### src/tlt_pkg.sv
`timescale 1ns / 1ps

package tlt_pkg;

    // Table geometry
    localparam int LOCK_ENTRIES = 64;
    localparam int IDX_W        = $clog2(LOCK_ENTRIES);

    // Field widths
    localparam int DEV_W     = 8;
    localparam int PATH_W    = 64;
    localparam int TIME_W    = 32;
    localparam int DUR_W     = 16;
    localparam int REL_W     = 6;
    localparam int STAT_W    = 2;
    localparam int OUT_IDX_W = 6;

    // Stream packing
    localparam int IN_DATA_W  = 112;   // 110 payload bits, padded to bytes
    localparam int OUT_DATA_W = 8;

    // Release range check width: holds both the index and the entry count
    localparam int CMP_W = ((IDX_W > REL_W) ? IDX_W : REL_W) + 1;

    // Lock duration after reset, in seconds
    localparam logic [DUR_W-1:0] DUR_RESET = 16'd300;

    // Command codes
    localparam logic CMD_ACQUIRE = 1'b0;
    localparam logic CMD_RELEASE = 1'b1;

    // Status codes
    localparam logic [STAT_W-1:0] ST_OK   = 2'd0;
    localparam logic [STAT_W-1:0] ST_HELD = 2'd1;
    localparam logic [STAT_W-1:0] ST_FULL = 2'd2;

    typedef logic [IDX_W-1:0] t_idx;

    // Key and time of the request under search, broadcast to every entry
    typedef struct packed {
        logic [DEV_W-1:0]  dev;
        logic [PATH_W-1:0] path;
        logic [TIME_W-1:0] now;
    } t_req;

    // Search result handed from entry to entry
    typedef struct packed {
        logic vld;
        logic hit;
        logic free_ok;
        t_idx free_idx;
        logic exp_ok;
        t_idx exp_idx;
    } t_scan;

    // Table update broadcast
    typedef struct packed {
        logic              wr;
        logic              clr;
        logic              reclaim;
        t_idx              idx;
        logic [DEV_W-1:0]  dev;
        logic [PATH_W-1:0] path;
        logic [TIME_W-1:0] exp;
        logic [TIME_W-1:0] now;
    } t_upd;

endpackage

### src/tlt_ctrl.sv
`timescale 1ns / 1ps

module tlt_ctrl (
    input  logic                              i_clk,
    input  logic                              i_rst_n,
    input  logic                              i_s_tvalid,
    output logic                              o_s_tready,
    input  logic [tlt_pkg::IN_DATA_W-1:0]     i_s_tdata,
    input  logic                              i_s_tuser,
    input  logic                              i_cfg_valid,
    output logic                              o_cfg_ready,
    input  logic [tlt_pkg::DUR_W-1:0]         i_cfg_data,
    output logic                              o_m_tvalid,
    input  logic                              i_m_tready,
    output logic [tlt_pkg::OUT_DATA_W-1:0]    o_m_tdata,
    output logic [tlt_pkg::STAT_W-1:0]        o_m_tuser,
    output tlt_pkg::t_scan                    o_seed,
    input  tlt_pkg::t_scan                    i_last,
    output tlt_pkg::t_req                     o_req,
    output tlt_pkg::t_upd                     o_upd
);
    import tlt_pkg::*;

    localparam logic [1:0] S_IDLE = 2'd0;
    localparam logic [1:0] S_SCAN = 2'd1;
    localparam logic [1:0] S_DONE = 2'd2;

    logic [1:0]          r_state;
    logic [1:0]          n_state;
    logic [DUR_W-1:0]    r_dur;
    t_req                r_req;
    logic [TIME_W-1:0]   r_exp_new;
    logic                r_start;
    logic [STAT_W-1:0]   r_res_stat;
    logic [STAT_W-1:0]   n_res_stat;
    t_idx                r_res_idx;
    t_idx                n_res_idx;
    logic                r_m_valid;
    logic [STAT_W-1:0]   r_m_stat;
    logic [OUT_IDX_W-1:0] r_m_idx;

    logic                accept;
    logic                in_cmd;
    logic [DEV_W-1:0]    in_dev;
    logic [PATH_W-1:0]   in_path;
    logic [TIME_W-1:0]   in_now;
    logic [REL_W-1:0]    in_rel;
    logic                rel_ok;
    logic [TIME_W:0]     exp_sum;
    logic [TIME_W-1:0]   exp_val;
    logic                out_free;

    // Unpack request, lowest field first
    assign in_cmd  = i_s_tuser;
    assign in_dev  = i_s_tdata[DEV_W-1:0];
    assign in_path = i_s_tdata[DEV_W+PATH_W-1:DEV_W];
    assign in_now  = i_s_tdata[DEV_W+PATH_W+TIME_W-1:DEV_W+PATH_W];
    assign in_rel  = i_s_tdata[DEV_W+PATH_W+TIME_W+REL_W-1:DEV_W+PATH_W+TIME_W];

    assign o_s_tready = (r_state == S_IDLE);
    assign accept     = i_s_tvalid && o_s_tready;
    assign out_free   = !r_m_valid || i_m_tready;
    assign rel_ok     = (CMP_W'(in_rel) < CMP_W'(LOCK_ENTRIES));

    // Saturating expiry; zero is reserved for free entries
    always_comb begin
        exp_sum = {1'b0, in_now} + (TIME_W + 1)'(r_dur);
        if (exp_sum[TIME_W]) begin
            exp_val = '1;
        end else if (exp_sum[TIME_W-1:0] == '0) begin
            exp_val = TIME_W'(1);
        end else begin
            exp_val = exp_sum[TIME_W-1:0];
        end
    end

    // Configuration register
    assign o_cfg_ready = 1'b1;
    always_ff @(posedge i_clk) begin
        if (!i_rst_n) begin
            r_dur <= DUR_RESET;
        end else if (i_cfg_valid) begin
            r_dur <= i_cfg_data;
        end
    end

    // Search seed enters the first entry in the cycle after acceptance
    always_comb begin
        o_seed     = '0;
        o_seed.vld = r_start;
    end
    assign o_req = r_req;

    // Decision and table update
    always_comb begin
        n_state    = r_state;
        n_res_stat = r_res_stat;
        n_res_idx  = r_res_idx;
        o_upd      = '0;
        o_upd.dev  = r_req.dev;
        o_upd.path = r_req.path;
        o_upd.exp  = r_exp_new;
        o_upd.now  = r_req.now;
        unique case (r_state)
            S_IDLE: begin
                if (accept) begin
                    if (in_cmd == CMD_RELEASE) begin
                        o_upd.clr  = rel_ok;
                        o_upd.idx  = IDX_W'(in_rel);
                        n_res_stat = ST_OK;
                        n_res_idx  = '0;
                        n_state    = S_DONE;
                    end else begin
                        n_state = S_SCAN;
                    end
                end
            end
            S_SCAN: begin
                if (i_last.vld) begin
                    n_state   = S_DONE;
                    n_res_idx = '0;
                    if (i_last.hit) begin
                        n_res_stat = ST_HELD;
                    end else if (i_last.free_ok) begin
                        o_upd.wr   = 1'b1;
                        o_upd.idx  = i_last.free_idx;
                        n_res_stat = ST_OK;
                        n_res_idx  = i_last.free_idx;
                    end else if (i_last.exp_ok) begin
                        o_upd.wr      = 1'b1;
                        o_upd.reclaim = 1'b1;
                        o_upd.idx     = i_last.exp_idx;
                        n_res_stat    = ST_OK;
                        n_res_idx     = i_last.exp_idx;
                    end else begin
                        n_res_stat = ST_FULL;
                    end
                end
            end
            S_DONE: begin
                if (out_free) begin
                    n_state = S_IDLE;
                end
            end
            default: begin
                n_state = S_IDLE;
            end
        endcase
    end

    // Control state
    always_ff @(posedge i_clk) begin
        if (!i_rst_n) begin
            r_state   <= S_IDLE;
            r_start   <= 1'b0;
            r_m_valid <= 1'b0;
        end else begin
            r_state <= n_state;
            r_start <= accept && (in_cmd == CMD_ACQUIRE);
            if ((r_state == S_DONE) && out_free) begin
                r_m_valid <= 1'b1;
            end else if (i_m_tready) begin
                r_m_valid <= 1'b0;
            end
        end
    end

    // Request, result and output payload
    always_ff @(posedge i_clk) begin
        r_res_stat <= n_res_stat;
        r_res_idx  <= n_res_idx;
        if (accept) begin
            r_req.dev  <= in_dev;
            r_req.path <= in_path;
            r_req.now  <= in_now;
            r_exp_new  <= exp_val;
        end
        if ((r_state == S_DONE) && out_free) begin
            r_m_stat <= r_res_stat;
            r_m_idx  <= OUT_IDX_W'(r_res_idx);
        end
    end

    assign o_m_tvalid = r_m_valid;
    assign o_m_tdata  = OUT_DATA_W'(r_m_idx);
    assign o_m_tuser  = r_m_stat;

endmodule

### config.mk
export PLATFORM = sky130hd
export DESIGN_NAME = tlt_ctrl
export DESIGN_NICKNAME = d
export VERILOG_FILES = /design/src/tlt_pkg.sv /design/src/tlt_ctrl.sv
export SDC_FILE = /design/constraint.sdc
export NUM_CORES = 1
export LEC_CHECK = 0
export ABC_AREA = 1
export BUFFER_PORTS_ARGS = -buffer_cell sky130_fd_sc_hd__buf_2
export CAP_MARGIN = 0
export CORE_AREA = 2 2 168 170
export DETAILED_ROUTE_END_ITERATION = 10
export DIE_AREA = 0 0 170 172
export GPL_ROUTABILITY_DRIVEN = 0
export GPL_TIMING_DRIVEN = 0
export PLACE_DENSITY = 0.59
export SLEW_MARGIN = 15
export SYNTH_ARGS = -nofsm -noshare
export SYNTH_HDL_FRONTEND = slang
export SYNTH_SLANG_ARGS = --single-unit
### constraint.sdc
create_clock -name i_clk -period 11.13 [get_ports i_clk]
set_input_delay 0.5565 -clock i_clk [delete_from_list [all_inputs] [get_ports i_clk]]
set_output_delay 0.5565 -clock i_clk [all_outputs]
set_load 0.05 [all_outputs]
==> flow_summary.yaml <==
outcome:
  status: "finished clean"
clock_network:
  cts_buffers: 17
  htreeDepth: 4
  clkSinkCount: 172
  clock-root-buffer: "clkbuf_16"
  cts_tree: "done"
  post_cts_buffers: 0
  path_clk_slew_ns: 0.07
  worst_skew_pair.late_latency_ns: 0.44
  clk_path_buf_depth: 2
  ctsResizeCount: 0
  hold_buffers: 0
floorplanning:
  fp.coreArea_um2: 27500
  die_h_um: 172
  dieArea_um2: 29200
  die_width_um: 170
  start_util_pct: 31.0
  ios: 428
  row_count: 61
drt:
  drtPass1Iterations: 5
  via_per_inst: 4.32
  drt_iter0_drc: 389
  drt_wl_total_um: 25900
  vias: 7094
  drc: 0
  antenna_left: 0
  wl_per_cell_um: 15.8
yosys:
  synth_top_area_share_pct: 53.7
  synth_area_um2: 8510
  synth_top_area_cell: "edfxtp_1"
  synth-seq-area-share_pct: 58.4
  syn_avg_cell_area_um2: 10.1
  synth_edf_count: 152
  synth_ff_type: "edfxtp_1"
  ys_ff_latch: 172
  synth.distinct_cells: 36
  synth.area.top_cells: "edfxtp_1, buf_4, nand2_1, dfxtp_1, inv_1"
  ys_warn_count: 0
  synth_common_cells: "nand2_1, edfxtp_1, buf_4"
  synthArstFlopShare_pct: 0
  syn_inst: 843
  yosysMostFrequentCell: "nand2_1"
timing:
  min_period_over_period_pct: 23.5
  grt_setup_unrepaired: "no"
  fmax_mhz: 382
  report.final.setup_viol: 0
  setup_ws_ns: 8.51
  worst_pin_slew_ns: 0.628
  fin_hold_ws_ns: 0.305
  clock_skew_ns: 0.0164
  min_period_ns: 2.62
  slew_viol_final: 0
  max_slew_margin_pct: 58.0
  tns_ns: 0
  hold_viol: 0
power:
  ir_drop_uv: 101
  leakagePower_nw: 5.78
  power.density_nw_per_um2: 164
grt:
  grt_max_degree: 113
  antenna_found_initial: 2
  grt_pass1_wl_um: 36300
  grt_usage_pct: 16.8
  overflow: 0
  grt_pass1_vias: 6460
setup_path:
  end_kind: "primary output"
  critPathLaunchType: "register"
  cp_cell_sequence: "inv_1, nor2_1, inv_1, nor2_1, clkinv_1, nor2_1, a22o_1, buf_2"
  crit_type: "reg -> out"
  cpMostUsedCell: "nor2_1"
  r2r_slack_ns: 8.55
  arrival_ns: 2.06
  r2r_start: "r_dur[0]$_SDFFE_PN0P_"
  slowest_stage: "dfxtp_1"
  worstPathRequired_ns: 10.57
  reg2reg_depth: 13
  crit_path_max_incr_delay_ns: 0.38
  r2r-end: "r_exp_new[0]$_SDFFCE_PP1P_"
  crit_path_max_fanout: 9
cells_and_area:
  drive_gt1_share_pct: 45.4
  fillCellCount: 2753
  multi_input_area_um2: 2300
  stdcell_area_um2: 11600
  final_core_util_pct: 42.4
  finalNetCount: 1451
  register_area_um2: 4960
  area_growth_pct: 36.8
hold_path:
  hold_end: "o_req[100]$_DFFE_PP_"
  min_from: "i_s_tdata[4]"
  hp-class: "in -> reg"
  holdPathStages: 1
place:
  dpl.hpwl_um: 21200
  postPlaceCellArea_um2: 11100
  dp_slack_ns: 8.16
  io_buffers: 405
job:
  maxCapViolCount: 0
## per-layer routing
| layer | up-vias | wire length, um | track usage [%] |
|---|---|---|---|
| met3 | 22 | 1950 | 4.21 |
| met1 | 3270 | 9630 | 18.2 |
| li1 | 3511 | - | - |
| met2 | 291 | 13800 | 31.7 |
| met5 | - | 0 | 0 |
| met4 | 0 | 541 | 6.09 |
## kinds of logic (layout without fill, tap and decap cells)
logic type | after synthesis | count (layout) | synth area share [%]
adder cells (fa/ha/maj) | 17 | 17 | 2.59
buffers and inverters | 222 | 660 | 15.3
other | 2 | 19 | 0.0883
XOR/XNOR | 10 | 10 | 1.03
AO/OA/AOI/OAI | 39 | 39 | 2.93
flip-flops | 172 | 172 | 58.4
AND/OR/NAND/NOR | 381 | 381 | 19.7
## sequential cells by signal, summed over array words and instances, names as in the netlist
signal      flops
o_req         104
r_exp_new      32
r_dur          16
r_m_idx         6
r_res_idx       6
o_m_tuser       2
r_res_stat      2
r_state         2
o_m_tvalid      1
r_start         1
## layout make-up
cell class	instances	share of cell area (%)
flip-flops and latches	172	42.7
clock buffers	17	3.66
inverters	91	3.00
multi-input cells	465	19.8
repair buffers	406	17.7
clock inverters	15	1.28
well taps	346	3.72
plain buffers	131	8.22
diodes	1	0.0215
## placed cells by master (no fill, tap or decap), types with 2 or more instances in the layout
cell type	n
buf_2	408
a21oi_2	2
nor2_1	75
o21ai_1	2
and2_1	2
inv_1	87
a22oi_1	6
a22o_1	6
nand4_1	7
clkbuf_1	5
clkinv_1	7
nor4_1	2
nand3b_1	6
conb_1	18
inv_8	2
nand3_2	5
nand2_1	207
buf_4	123
a21oi_1	8
nand3_1	51
nand2_2	9
xor2_1	4
ha_1	16
nor3_1	5
clkinvlp_4	6
nor2_4	4
clkbuf_16	17
nor2_2	5
o21ai_0	12
xnor2_1	6
bufinv_16	2
edfxtp_1	152
dfxtp_1	20
## worst max-delay path: cells and delay by family, from the launching register on
family	cells	cell delay [ns]
flops	1	0.38
compound gates	1	0.18
buf+inv	4	0.63
simple gates	3	0.44
## worst max-delay path by stage
stage	start	endpoint	slack (ns)	cells past startpoint
finish	r_state[0]$_SDFFE_PN0P_	o_upd[138]	8.51	8
global route	r_state[0]$_SDFFE_PN0P_	o_upd[137]	8.31	8
CTS	r_state[0]$_SDFFE_PN0P_	o_upd[137]	8.51	8
detailed placement	i_s_tdata[72]	r_exp_new[0]$_SDFFCE_PP1P_	8.16	14
global placement	i_s_tvalid	r_state[0]$_SDFFE_PN0P_	5.96	5
floorplan	r_state[1]$_SDFFE_PN0P_	r_state[0]$_SDFFE_PN0P_	6.80	5
## where the power goes
part | internal (mW) | switching [mW]
Clock | 0.330 | 0.259
Sequential | 0.763 | 0.0216
Combinational | 0.136 | 0.395
## per-stage QoR
step	cells	power, mW
finish	1644	1.90
global route	1643	1.99
CTS	1643	1.93
detailed placement	1611	1.33
global placement	1610	1.33
floorplan	859	1.19
Note: power is estimated with default switching activity, not from simulation.
