--- src/tlt_pkg.sv ---
`timescale 1ns / 1ps

package tlt_pkg;

    // Table geometry
    localparam int LOCK_ENTRIES = 64;
    localparam int IDX_W        = $clog2(LOCK_ENTRIES);

    // Field widths
    localparam int DEV_W     = 8;
    localparam int PATH_W    = 64;
    localparam int TIME_W    = 32;
    localparam int DUR_W     = 16;
    localparam int REL_W     = 6;
    localparam int STAT_W    = 2;
    localparam int OUT_IDX_W = 6;

    // Stream packing
    localparam int IN_DATA_W  = 112;   // 110 payload bits, padded to bytes
    localparam int OUT_DATA_W = 8;

    // Release range check width: holds both the index and the entry count
    localparam int CMP_W = ((IDX_W > REL_W) ? IDX_W : REL_W) + 1;

    // Lock duration after reset, in seconds
    localparam logic [DUR_W-1:0] DUR_RESET = 16'd300;

    // Command codes
    localparam logic CMD_ACQUIRE = 1'b0;
    localparam logic CMD_RELEASE = 1'b1;

    // Status codes
    localparam logic [STAT_W-1:0] ST_OK   = 2'd0;
    localparam logic [STAT_W-1:0] ST_HELD = 2'd1;
    localparam logic [STAT_W-1:0] ST_FULL = 2'd2;

    typedef logic [IDX_W-1:0] t_idx;

    // Key and time of the request under search, broadcast to every entry
    typedef struct packed {
        logic [DEV_W-1:0]  dev;
        logic [PATH_W-1:0] path;
        logic [TIME_W-1:0] now;
    } t_req;

    // Search result handed from entry to entry
    typedef struct packed {
        logic vld;
        logic hit;
        logic free_ok;
        t_idx free_idx;
        logic exp_ok;
        t_idx exp_idx;
    } t_scan;

    // Table update broadcast
    typedef struct packed {
        logic              wr;
        logic              clr;
        logic              reclaim;
        t_idx              idx;
        logic [DEV_W-1:0]  dev;
        logic [PATH_W-1:0] path;
        logic [TIME_W-1:0] exp;
        logic [TIME_W-1:0] now;
    } t_upd;

endpackage

--- src/tlt_cell.sv ---
`timescale 1ns / 1ps

module tlt_cell (
    input  logic           i_clk,
    input  logic           i_rst_n,
    input  tlt_pkg::t_idx  i_idx,
    input  tlt_pkg::t_req  i_req,
    input  tlt_pkg::t_upd  i_upd,
    input  tlt_pkg::t_scan i_scan,
    output tlt_pkg::t_scan o_scan
);
    import tlt_pkg::*;

    logic [DEV_W-1:0]  r_dev;
    logic [PATH_W-1:0] r_path;
    logic [TIME_W-1:0] r_exp;
    t_scan             r_scan;
    t_scan             n_scan;
    logic              live;
    logic              is_free;
    logic              expired;
    logic              sel;

    // Local tests against the broadcast request
    always_comb begin
        is_free = (r_exp == '0);
        expired = (r_exp < i_req.now);
        live    = !is_free && !expired && (r_path == i_req.path) && (r_dev == i_req.dev);
    end

    // Fold this entry into the passing search result:
    // free keeps the highest index, expired keeps the lowest
    always_comb begin
        n_scan     = i_scan;
        n_scan.hit = i_scan.hit | live;
        if (is_free) begin
            n_scan.free_ok  = 1'b1;
            n_scan.free_idx = i_idx;
        end
        if (!i_scan.exp_ok && expired) begin
            n_scan.exp_ok  = 1'b1;
            n_scan.exp_idx = i_idx;
        end
    end

    always_ff @(posedge i_clk) begin
        if (!i_rst_n) begin
            r_scan.vld <= 1'b0;
        end else begin
            r_scan <= n_scan;
        end
    end

    assign sel = (i_upd.idx == i_idx);

    // Expiry: zero means free; grant beats reclaim on the chosen entry
    always_ff @(posedge i_clk) begin
        if (!i_rst_n) begin
            r_exp <= '0;
        end else if (i_upd.wr && sel) begin
            r_exp <= i_upd.exp;
        end else if (i_upd.clr && sel) begin
            r_exp <= '0;
        end else if (i_upd.reclaim && (r_exp < i_upd.now)) begin
            r_exp <= '0;
        end
    end

    // Key payload
    always_ff @(posedge i_clk) begin
        if (i_upd.wr && sel) begin
            r_dev  <= i_upd.dev;
            r_path <= i_upd.path;
        end
    end

    assign o_scan = r_scan;

endmodule

--- config.mk ---
export PLATFORM = sky130hd
export DESIGN_NAME = tlt_cell
export DESIGN_NICKNAME = d
export VERILOG_FILES = /design/src/tlt_pkg.sv /design/src/tlt_cell.sv
export SDC_FILE = /design/constraint.sdc
export NUM_CORES = 1
export LEC_CHECK = 0
export BUFFER_PORTS_ARGS = -buffer_cell sky130_fd_sc_hd__buf_2
export CAP_MARGIN = 20
export CORE_UTILIZATION = 45
export CTS_BUF_LIST = sky130_fd_sc_hd__clkbuf_8
export CTS_CLUSTER_SIZE = 28
export DETAILED_ROUTE_END_ITERATION = 12
export PLACE_DENSITY = 0.76
export SYNTH_ARGS = -nofsm -noshare
export SYNTH_HDL_FRONTEND = slang
export SYNTH_SLANG_ARGS = --single-unit
--- constraint.sdc ---
create_clock -name i_clk -period 6.9 [get_ports i_clk]
set_input_delay 1.38 -clock i_clk [delete_from_list [all_inputs] [get_ports i_clk]]
set_output_delay 1.38 -clock i_clk [all_outputs]
set_load 0.05 [all_outputs]
==> results of run 1 <==
-- through the flow --
step                worst slack (ps)  hold WS, ps  total power [W]
floorplan                       2933        477.6        0.0009087
global placement                3114        503.5         0.001015
detailed placement              3114        517.2         0.001020
CTS                             3595        526.3         0.001561
global route                    3417        560.2         0.001610
finish                          3583        524.5         0.001547
-- worst max-delay path, stage by stage --
cell	delay, ps
buf_2	120
xnor2_1	150
nand4_1	100
nor3_1	350
and2_2	690
buf_4	570
-- cells in the final DEF (no fill, tap or decap), types with 16 or more instances in the layout --
cell	n
edfxtp_1	87
a21oi_1	25
xor2_1	18
nand4_1	27
buf_2	288
inv_1	65
nand3_1	64
ha_1	62
o2111ai_1	32
clkbuf_8	17
nand2_1	47
dfxtp_1	33
xnor2_1	60
nor4_1	16
-- final timing paths --
path | start | end | slack (ps) | cells past startpoint
setup / recovery | i_idx[5] | r_dev[3]$_DFFE_PP_ | 3580 | 6
hold / removal | r_exp[0]$_SDFFE_PN0P_ | r_exp[0]$_SDFFE_PN0P_ | 520 | 2
setup reg to reg | r_exp[1]$_SDFFE_PN0P_ | o_scan[2]$_DFFE_PP_ | 4250 | 6
hold reg to reg | r_exp[0]$_SDFFE_PN0P_ | r_exp[0]$_SDFFE_PN0P_ | 520 | 2
-- power by group --
part	internal (W)	total, W	switching [W]
Sequential	0.000787	0.000792	0.00000511
Clock	0.000248	0.000543	0.000295
Combinational	0.000102	0.000212	0.000110
Total	0.00114	0.00155	0.000410
-- sequential cells by signal (all words and copies together), names as in the netlist --
name	cells
r_path	64
r_exp	32
o_scan	16
r_dev	8
-- metal layers --
metal | wire length, um | GRT usage | vias to the layer above
met3 | 1647 | 0.07904 | 41
met5 | 55 | 0 | -
met4 | 560 | 0.1198 | 8
met1 | 7178 | 0.2625 | 2616
li1 | - | - | 2910
met2 | 9065 | 0.4079 | 281
-- area by class of cell --
class | count | area (um^2)
Antenna cell | 5 | 12.51
Clock buffer | 17 | 234.0
Clock inverter | 15 | 106.4
Fill cell | 1234 | 5808
Inverter | 64 | 240.2
Multi-Input combinational cell | 421 | 3191
Sequential cell | 120 | 3273
Tap cell | 184 | 230.2
Timing Repair Buffer | 295 | 1494
-- synth_stat cells --
library cell  number
edfxtp_1          87
inv_1             64
nand3_1           64
ha_1              62
xnor2_1           60
nand2_1           47
dfxtp_1           33
o2111ai_1         33
nand4_1           27
a21oi_1           25
clkbuf_1          21
xor2_1            18
nor4_1            17
mux2_2            12
o21ai_0           12
nor2_1             6
a21o_1             4
nand2b_1           4
a211oi_1           3
and4_1             3
nor2b_1            3
nor3_1             3
or2_2              3
and2_1             2
buf_1              2
a2111o_1           1
a21boi_0           1
a221o_1            1
a31o_1             1
and2_0             1
and3_1             1
nor3b_1            1
nor4b_1            1
nor4b_4            1
o211ai_1           1
o21bai_1           1
o2bb2ai_2          1
or4_1              1
-- cells by family after synthesis --
kind of cell	Yosys count	synth area share
DFF	120	0.4843
xor gates and xnor gates	78	0.1011
muxes	12	0.01999
adders and majority gates	62	0.1148
buffers and inverters	87	0.04832
and+or+nand+nor	185	0.1437
AOI/OAI and AO/OA	84	0.08793
==> metrics, run 1 <==
setup repair bufs after CTS=0; Util after Layout=0.6019; P&R area growth vs syn=29.91%; die area=15510 um^2; Vias=5856; status=finished, final reports clean; Final HPWL DP=14660 um; I/O Buffers=288; share of the synthesized area in the top cell type=0.3865; Period minus WS final=3317 ps; row count=44; period utilization=0.4807; post-synth top area cell=edfxtp_1; power density cells=176.1 nW/um^2; FF+latch count, synth=120; hold-fix buffer count after cts=0; Max-slew headroom=0.3968; HP Class=register to register; Syn Std Cell Area=6759 um^2; VDD IR max=0.1485 mV; Final setup viols=0; initial DRC count=420; largest net degree at the start of global routing=65; Syn Nets=963; initial core utilization=0.4633; Non-Filler Instances=1121; post-route ant nets=0; post_cts resized=0; CTS tree=built; fin. max-slew vios=0; Max Cap Viol=0; vias per cell=5.224; ranking of synthesized cells by area=edfxtp_1 39%, ha_1 11%, dfxtp_1 9.8%, xnor2_1 7.8%, nand3_1 4.7%; Setup TNS=0 ps; skew final=7.812 ps; unrepaired setup endpoints after global routing=no; DRT Pass-1 Iters=5; first-pass GRT wire length=28140 um; Die Span X=124.6 um; CP required=6980 ps; Ports=289; crit end category=register; slew at the pin closest to its max-slew limit=897.4 ps; gr usage total=0.2381; GPL Wtd Cong=0.8323; startpoint types=input port; core area=14590 um^2; Synth cell types=38; vias in the first global route=5817; CTS Buf Count=17; initial antenna violation count=9; leakage power=4.043 nW; Worst-path clk slew=70 ps; Worst-Skew Late Latency=440 ps; detailed-route DRC error count=0; arrival time at the worst endpoint=3400 ps; Post-Syn Instances=628; placed cell areas=8428 um^2; post-route design area=8781 um^2; layout cells sized above 1=0.3723; sequential fraction of the synthesis area=0.4843; final net count=1254; Critical Path Fanout Max=42; CP Class=input port to register; Synthesis Warnings=0; Wirelength per Cell=16.51 um; H-tree depth=4; grt total ovfl=0; CTS max path bufs=2; placed insts=1084; Sink Count=120; Mapped Avg Cell Area=10.76 um^2; final hold viol count=0; FMAX=301.5 MHz; Die Ht=124.6 um; total wire length=18510 um; CTS root buffer=clkbuf_8
Note: power is estimated with default switching activity, not from simulation.
==> run 2: changes to the inputs <==
==> constraint.sdc (replaced) <==
create_clock -name i_clk -period 3.35 [get_ports i_clk]
set_input_delay 0.67 -clock i_clk [delete_from_list [all_inputs] [get_ports i_clk]]
set_output_delay 0.67 -clock i_clk [all_outputs]
set_load 0.05 [all_outputs]
==> run 2 against run 1 <==
Worst setup slack got worse by 2900 ps. Hold slack lost 120 ps. Sequential share of layout area is 0.34 points lower. Clock skew is essentially flat. Via count grew 0.87%. First-iteration DRC count is 4.0% lower. Count of clock-buffer cells in the layout unchanged. Final area increased by 0.93%. Critical path type is now register to register. Critical endpoint is now o_scan[2]$_DFFE_PP_.
==> metrics, run 2 (synthesis results as in run 1) <==
status=finished, final reports clean (unchanged); initial antenna violation count=7 (was 9); Final setup viols=0 (unchanged); final net count=1255 (was 1254); DRT Pass-1 Iters=5 (unchanged); Critical Path Fanout Max=6 (was 42); Die Span X=124.6 um (unchanged); post_cts resized=0 (unchanged); Vias=5907 (was 5856); Final HPWL DP=14600 um (was 14660 um); slew at the pin closest to its max-slew limit=795.3 ps (was 897.4 ps); startpoint types=register (was input port); hold-fix buffer count after cts=0 (unchanged); GPL Wtd Cong=0.8235 (was 0.8323); Max-slew headroom=0.4678 (was 0.3968); Wirelength per Cell=16.53 um (was 16.51 um); CP peak stage delay=490 ps (was 690 ps); Top delay family on crit path=compound AO/OA/AOI/OAI gates (was simple AND/OR/NAND/NOR gates); gr usage total=0.2376 (was 0.2381); power density cells=381.9 nW/um^2 (was 176.1 nW/um^2); Die Ht=124.6 um (unchanged); CTS Buf Count=17 (unchanged); FMAX=377.1 MHz; final hold viol count=0 (unchanged); reg-to-reg slack, setup=700 ps (was 4250 ps); WP buf/inv=0 (was 2); Worst-path clk slew=80 ps (was 70 ps); commonest non-fill, non-tap cell in the layout=buf_2 (unchanged); setup repair bufs after CTS=0 (unchanged); clock power share=0.390 (was 0.351); H-tree depth=4 (unchanged); P&R area growth vs syn=31.12% (was 29.91%); vias in the first global route=5935 (was 5817); Int Pwr=0.002507 W (was 0.001136 W); Logic pwr share=0.128 (was 0.137); CTS tree=built (unchanged); vias per cell=5.265 (was 5.224); Sink Count=120 (unchanged); post-route ant nets=0 (unchanged); detailed-route DRC error count=0 (unchanged); Worst-Skew Late Latency=430 ps (was 440 ps); largest net degree at the start of global routing=73 (was 65); first-pass GRT wire length=28320 um (was 28140 um); Switching Fraction=0.2593 (was 0.2653); commonest non-fill, non-tap cells in the layout=288 x buf_2, 87 x edfxtp_1, 64 x inv_1, 64 x nand3_1, 62 x ha_1 (was 288 x buf_2, 87 x edfxtp_1, 65 x inv_1); max FFs per register=64 (unchanged); unrepaired setup endpoints after global routing=no (unchanged); Max Cap Viol=0 (unchanged); period utilization=0.7916; initial core utilization=0.4633 (unchanged); share of power burned in registers=0.482 (was 0.512); initial DRC count=403 (was 420); R2R Path Start=r_exp[1]$_SDFFE_PN0P_ (unchanged); die area=15510 um^2 (unchanged); row count=44 (unchanged); CP Class=register to register (was input port to register); Psw=0.0008776 W (was 0.0004104 W); Critical-path top delay cell=nor4b_4 (was and2_2); CTS root buffer=clkbuf_8 (unchanged); FILL cells=1226 (was 1234); Reg with most FFs=r_path (unchanged); leakage power=4.071 nW (was 4.043 nW); VDD IR max=0.3182 mV (was 0.1485 mV); total wire length=18550 um (was 18510 um); core area=14590 um^2 (unchanged); CTS max path bufs=2 (unchanged); Period minus WS final=2652 ps; Critical Path Source=r_exp[1]$_SDFFE_PN0P_ (was i_idx[5]); arrival time at the worst endpoint=2840 ps (was 3400 ps); layout cells sized above 1=0.3751 (was 0.3723); Ports=289 (unchanged); I/O Buffers=288 (unchanged); CP Cell Sequence=ha_1 -> a2111o_1 -> a31o_1 -> o2bb2ai_2 -> nor4b_4 -> mux2_2 (was buf_2 -> xnor2_1 -> nand4_1 -> nor3_1 -> and2_2 -> buf_4); HP Class=input port to register (was register to register); grt total ovfl=0 (unchanged); Setup TNS=0 ps (unchanged); crit end category=register (unchanged); min-delay src=i_upd[127] (was r_exp[0]$_SDFFE_PN0P_); CP required=3540 ps (was 6980 ps); Non-Filler Instances=1122 (was 1121); fin. max-slew vios=0 (unchanged); skew final=8.096 ps (was 7.812 ps); placed insts=1085 (was 1084)
## run 2: cell types whose count changed in the layout (fill, tap and decap cells not counted), moves of 2 or more
cell,before,now
inv_6,3,5
clkinv_4,4,2
clkinv_2,3,1
bufinv_16,0,2
## run 2: power groups by stage
stage          logic (W)  clock network, W  registers [W]
4_1_cts         0.000436           0.00135        0.00163
2_1_floorplan   0.000153                 0        0.00172
6_report        0.000434           0.00132        0.00163
3_3_place_gp    0.000423                 0        0.00166
5_1_grt         0.000471           0.00140        0.00163
3_5_place_dp    0.000433                 0        0.00166
## run 2: final timing paths
check | to | cells past startpoint
min | r_path[63]$_DFFE_PP_ | 1
max | o_scan[2]$_DFFE_PP_ | 6
min reg2reg | r_exp[0]$_SDFFE_PN0P_ | 2
max reg2reg | o_scan[2]$_DFFE_PP_ | 6
## run 2: metrics by stage
step | hold slack (ps) | area (um^2) | setup WS (ps) | utilization | total power, W
finish | 399.5 | 8862 | 698.3 | 0.6075 | 0.003384
CTS | 368.4 | 8850 | 709.6 | 0.6066 | 0.003414
floorplan | 477.6 | 6759 | 92.69 | - | 0.001872
global placement | 509.1 | 8448 | 360.5 | 0.5791 | 0.002087
detailed placement | 514.6 | 8448 | 331.9 | 0.5791 | 0.002098
global route | 360.2 | 8860 | 582.9 | 0.6073 | 0.003507
## run 2: layout make-up
class / instances / area [um^2] / area share
Timing Repair Buffer: 296 / 1514 / 0.1708
Multi-Input combinational cell: 421 / 3191 / 0.3600
Clock inverter: 15 / 167.7 / 0.01892
Sequential cell: 120 / 3273 / 0.3693
Clock buffer: 17 / 234.0 / 0.02640
Tap cell: 184 / 230.2 / 0.02598
Inverter: 64 / 240.2 / 0.02711
Antenna cell: 5 / 12.51 / 0.001412
## run 2: worst register-to-register path, stage by stage (launching register included)
cell       delay (ps)
dfxtp_1           430
ha_1              270
a2111o_1          360
a31o_1            290
o2bb2ai_2         160
nor4b_4           490
mux2_2            400
## run 2: metal layers
layer | vias up | wire (um) | track usage
met4 | 2 | 458 | 0.1021
met3 | 34 | 1538 | 0.07174
met5 | - | 13 | 0
met2 | 270 | 9339 | 0.4235
met1 | 2694 | 7199 | 0.2593
li1 | 2907 | - | -
==> run 3: changes to the inputs <==
--- a/config.mk
+++ b/config.mk
@@ -5,13 +5,14 @@
 export SDC_FILE = /design/constraint.sdc
 export NUM_CORES = 1
 export LEC_CHECK = 0
+export ABC_AREA = 1
 export BUFFER_PORTS_ARGS = -buffer_cell sky130_fd_sc_hd__buf_2
 export CAP_MARGIN = 20
 export CORE_UTILIZATION = 45
 export CTS_BUF_LIST = sky130_fd_sc_hd__clkbuf_8
 export CTS_CLUSTER_SIZE = 28
 export DETAILED_ROUTE_END_ITERATION = 12
-export PLACE_DENSITY = 0.76
+export PLACE_DENSITY = 0.79
 export SYNTH_ARGS = -nofsm -noshare
 export SYNTH_HDL_FRONTEND = slang
 export SYNTH_SLANG_ARGS = --single-unit
==> constraint.sdc (replaced) <==
create_clock -name i_clk -period 2.29 [get_ports i_clk]
set_input_delay 0.458 -clock i_clk [delete_from_list [all_inputs] [get_ports i_clk]]
set_output_delay 0.458 -clock i_clk [all_outputs]
set_load 0.05 [all_outputs]
==> run 3 against run 2 <==
Final cell count rose by 8.0%. Total power rose by 44%. Flip-flop and latch count did not move. Highest routed layer is now met4.
==> metrics, run 3 <==
largest net degree at the start of global routing=43 (was 73); Final setup viols=0 (unchanged); post-route ant nets=0 (unchanged); Ports=289 (unchanged); initial DRC count=360 (was 403); final hold viol count=0 (unchanged); layout cells sized above 1=0.3379 (was 0.3751); Critical Path Source=r_exp[25]$_SDFFE_PN0P_ (was r_exp[1]$_SDFFE_PN0P_); max FFs per register=64 (unchanged); Synth cell types=34 (was 38); P&R area growth vs syn=30.47% (was 31.12%); FILL cells=1286 (was 1226); Worst Hold Endpoint=r_path[51]$_DFFE_PP_ (was r_path[63]$_DFFE_PP_); unrepaired setup endpoints after global routing=no (unchanged); synth cell count leaders=143 x nand2_1, 99 x inv_1, 87 x edfxtp_1 (was 87 x edfxtp_1, 64 x inv_1, 64 x nand3_1); startpoint types=register (unchanged); FF+latch count, synth=120 (unchanged); initial antenna violation count=1 (was 7); CP Class=register to register (unchanged); Setup TNS=0 ps (unchanged); skew final=12.34 ps (was 8.096 ps); crit end category=register (unchanged); Critical Path Fanout Max=6 (unchanged); row count=44 (unchanged); FMAX=497.4 MHz (was 377.1 MHz); min-delay src=i_upd[115] (was i_upd[127]); HP Class=input port to register (unchanged); leakage power=4.268 nW (was 4.071 nW); cell count of the worst hold path=1 (unchanged); post-synth top area cell=edfxtp_1 (unchanged); die area=15460 um^2 (was 15510 um^2); Wirelength per Cell=15.03 um (was 16.53 um); gr usage total=0.2406 (was 0.2376); commonest non-fill, non-tap cell in the layout=buf_2 (unchanged); arrival time at the worst endpoint=2200 ps (was 2840 ps); Mapped Avg Cell Area=9.445 um^2 (was 10.76 um^2); Post-Syn Instances=713 (was 628); vias in the first global route=6091 (was 5935); I/O Buffers=288 (unchanged); Synth async-reset ratio=0 (unchanged); final net count=1350 (was 1255); final total power=0.004874 W (was 0.003384 W); period utilization=0.8779 (was 0.7916); Sink Count=120 (unchanged); Synthesis Warnings=0 (unchanged); R2R Path Start=r_exp[25]$_SDFFE_PN0P_ (was r_exp[1]$_SDFFE_PN0P_); status=finished, final reports clean (unchanged); Non-Filler Instances=1212 (was 1122); DRT Pass-1 Iters=5 (unchanged); sequential fraction of the synthesis area=0.4861 (was 0.4843); dominant cell by count in the synthesized netlist=nand2_1 (was edfxtp_1); Vias=5986 (was 5907); initial core utilization=0.4616 (was 0.4633); Syn Nets=1048 (was 963); Period minus WS final=2010 ps (was 2652 ps); Die Ht=124.3 um (was 124.6 um); vias per cell=4.939 (was 5.265); placed insts=1180 (was 1085); ranking of synthesized cells by area=edfxtp_1 39%, ha_1 12%, dfxtp_1 9.8%, nand2_1 8.0%, inv_1 5.5% (was edfxtp_1 39%, ha_1 11%, dfxtp_1 9.8%, xnor2_1 7.8%, nand3_1 4.7%); first-pass GRT wire length=28920 um (was 28320 um); CTS max path bufs=2 (unchanged); Worst-path clk slew=80 ps (about the same); Max-slew headroom=0.6698 (was 0.4678); Post-synth top flop=edfxtp_1 (unchanged); CTS Buf Count=17 (unchanged); power density cells=554.7 nW/um^2 (was 381.9 nW/um^2); share of the synthesized area in the top cell type=0.3880 (was 0.3865); CTS root buffer=clkbuf_8 (unchanged); fin. max-slew vios=0 (unchanged); slew at the pin closest to its max-slew limit=490.8 ps (was 795.3 ps); total wire length=18210 um (was 18550 um); Reg with most FFs=r_path (unchanged); GPL Wtd Cong=0.8945 (was 0.8235); reg-to-reg slack, setup=280 ps (was 700 ps); number of synthesized flops with an enable pin=87 (unchanged); CTS tree=built (unchanged); VDD IR max=0.2976 mV (was 0.3182 mV); commonest non-fill, non-tap cells in the layout=288 x buf_2, 143 x nand2_1, 99 x inv_1 (was 288 x buf_2, 87 x edfxtp_1, 64 x inv_1, 64 x nand3_1, 62 x ha_1); CP required=2480 ps (was 3540 ps); r2r endpoint=o_scan[3]$_DFFE_PP_ (was o_scan[2]$_DFFE_PP_); Syn Std Cell Area=6734 um^2 (was 6759 um^2); Worst-Skew Late Latency=440 ps (was 430 ps); H-tree depth=4 (unchanged); core area=14590 um^2 (unchanged); Die Span X=124.3 um (was 124.6 um); Final HPWL DP=14610 um (was 14600 um); detailed-route DRC error count=0 (unchanged); Max Cap Viol=0 (unchanged); R2R cell count=11 (was 6); grt total ovfl=0 (unchanged)
==> run 3: changes by cell type in the layout (fill, tap and decap cells not counted), moves of 5 or more <==
cell | before | now
nand2_1 | 47 | 143
a21oi_1 | 25 | 60
inv_1 | 64 | 99
o2111ai_1 | 32 | 0
xnor2_1 | 60 | 29
nand3_1 | 64 | 37
nor2_1 | 6 | 27
nor3_1 | 3 | 19
mux2_2 | 12 | 0
xor2_1 | 18 | 30
nand2_2 | 0 | 9
nor4_1 | 16 | 7
nand4_1 | 27 | 20
o22ai_1 | 0 | 5
==> run 3: metrics by stage <==
step           cell area, um^2  hold WS (ps)  utilization  setup slack (ps)
3_3_place_gp              8394         511.4       0.5754             131.7
4_1_cts                   8778         156.6       0.6017             235.9
5_1_grt                   8786         149.5       0.6022             61.80
6_report                  8786         185.1       0.6022             279.6
3_5_place_dp              8394         518.8       0.5754             40.44
2_1_floorplan             6734         481.4            -             318.2
==> run 3: how the worst max path moves through the flow <==
stage / endpoint / slack [ps] / depth (start not counted)
2_1_floorplan: o_scan[0]$_DFFE_PP_ / 320 / 10
3_5_place_dp: o_scan[2]$_DFFE_PP_ / 40 / 11
6_report: o_scan[3]$_DFFE_PP_ / 280 / 11
4_1_cts: o_scan[3]$_DFFE_PP_ / 240 / 11
3_3_place_gp: o_scan[2]$_DFFE_PP_ / 130 / 11
5_1_grt: o_scan[3]$_DFFE_PP_ / 60 / 11
==> run 3: critical path: stages, from the launching register on <==
cell,delay [ps]
dfxtp_1,400
ha_1,270
nand2_1,70
inv_1,40
o21ai_1,120
nand2_1,60
nand2_1,50
o211ai_1,110
a21oi_2,280
nand3_2,200
nand2_1,110
nand2_1,50
==> run 3: area by class of cell <==
cell class / count / area [um^2] / share of cell area
Multi-Input combinational cell: 480 / 2982 / 0.3394
Clock buffer: 17 / 234.0 / 0.02663
Antenna cell: 1 / 2.502 / 0.0002848
Inverter: 100 / 375.4 / 0.04272
Timing Repair Buffer: 296 / 1539 / 0.1752
Tap cell: 184 / 230.2 / 0.02620
Clock inverter: 14 / 150.1 / 0.01709
Sequential cell: 120 / 3273 / 0.3725
==> run 3: metal layers <==
metal	vias up	wire [um]	GRT usage
met3	35	1366	0.06873
met2	259	9318	0.4348
met5	-	0	0
met1	2674	7023	0.2645
li1	3018	-	-
met4	0	504	0.09213
==> run 3: kinds of logic after synthesis <==
family | after synthesis | share of synthesized area
xor gates and xnor gates | 59 | 0.07674
adders and majority gates | 62 | 0.1152
AOI/OAI and AO/OA | 86 | 0.06856
buffers and inverters | 113 | 0.07265
and+or+nand+nor | 273 | 0.1808
DFF | 120 | 0.4861
==> run 3: power by group <==
| part | switching, W | total [W] | internal (W) | leakage, nW |
|---|---|---|---|---|
| combinational | 0.000337 | 0.000623 | 0.000286 | 3.02 |
| sequential | 0.0000120 | 0.00238 | 0.00236 | 1.06 |
| clock | 0.000907 | 0.00187 | 0.000967 | 0.190 |
==> run 3: repair_timing <==
action | in CTS | in global routing
resized for setup | 0 | 1
endpoints found under the setup margin | 0 | 3
buffers inserted | 0 | 0
hold buffers | 0 | 0
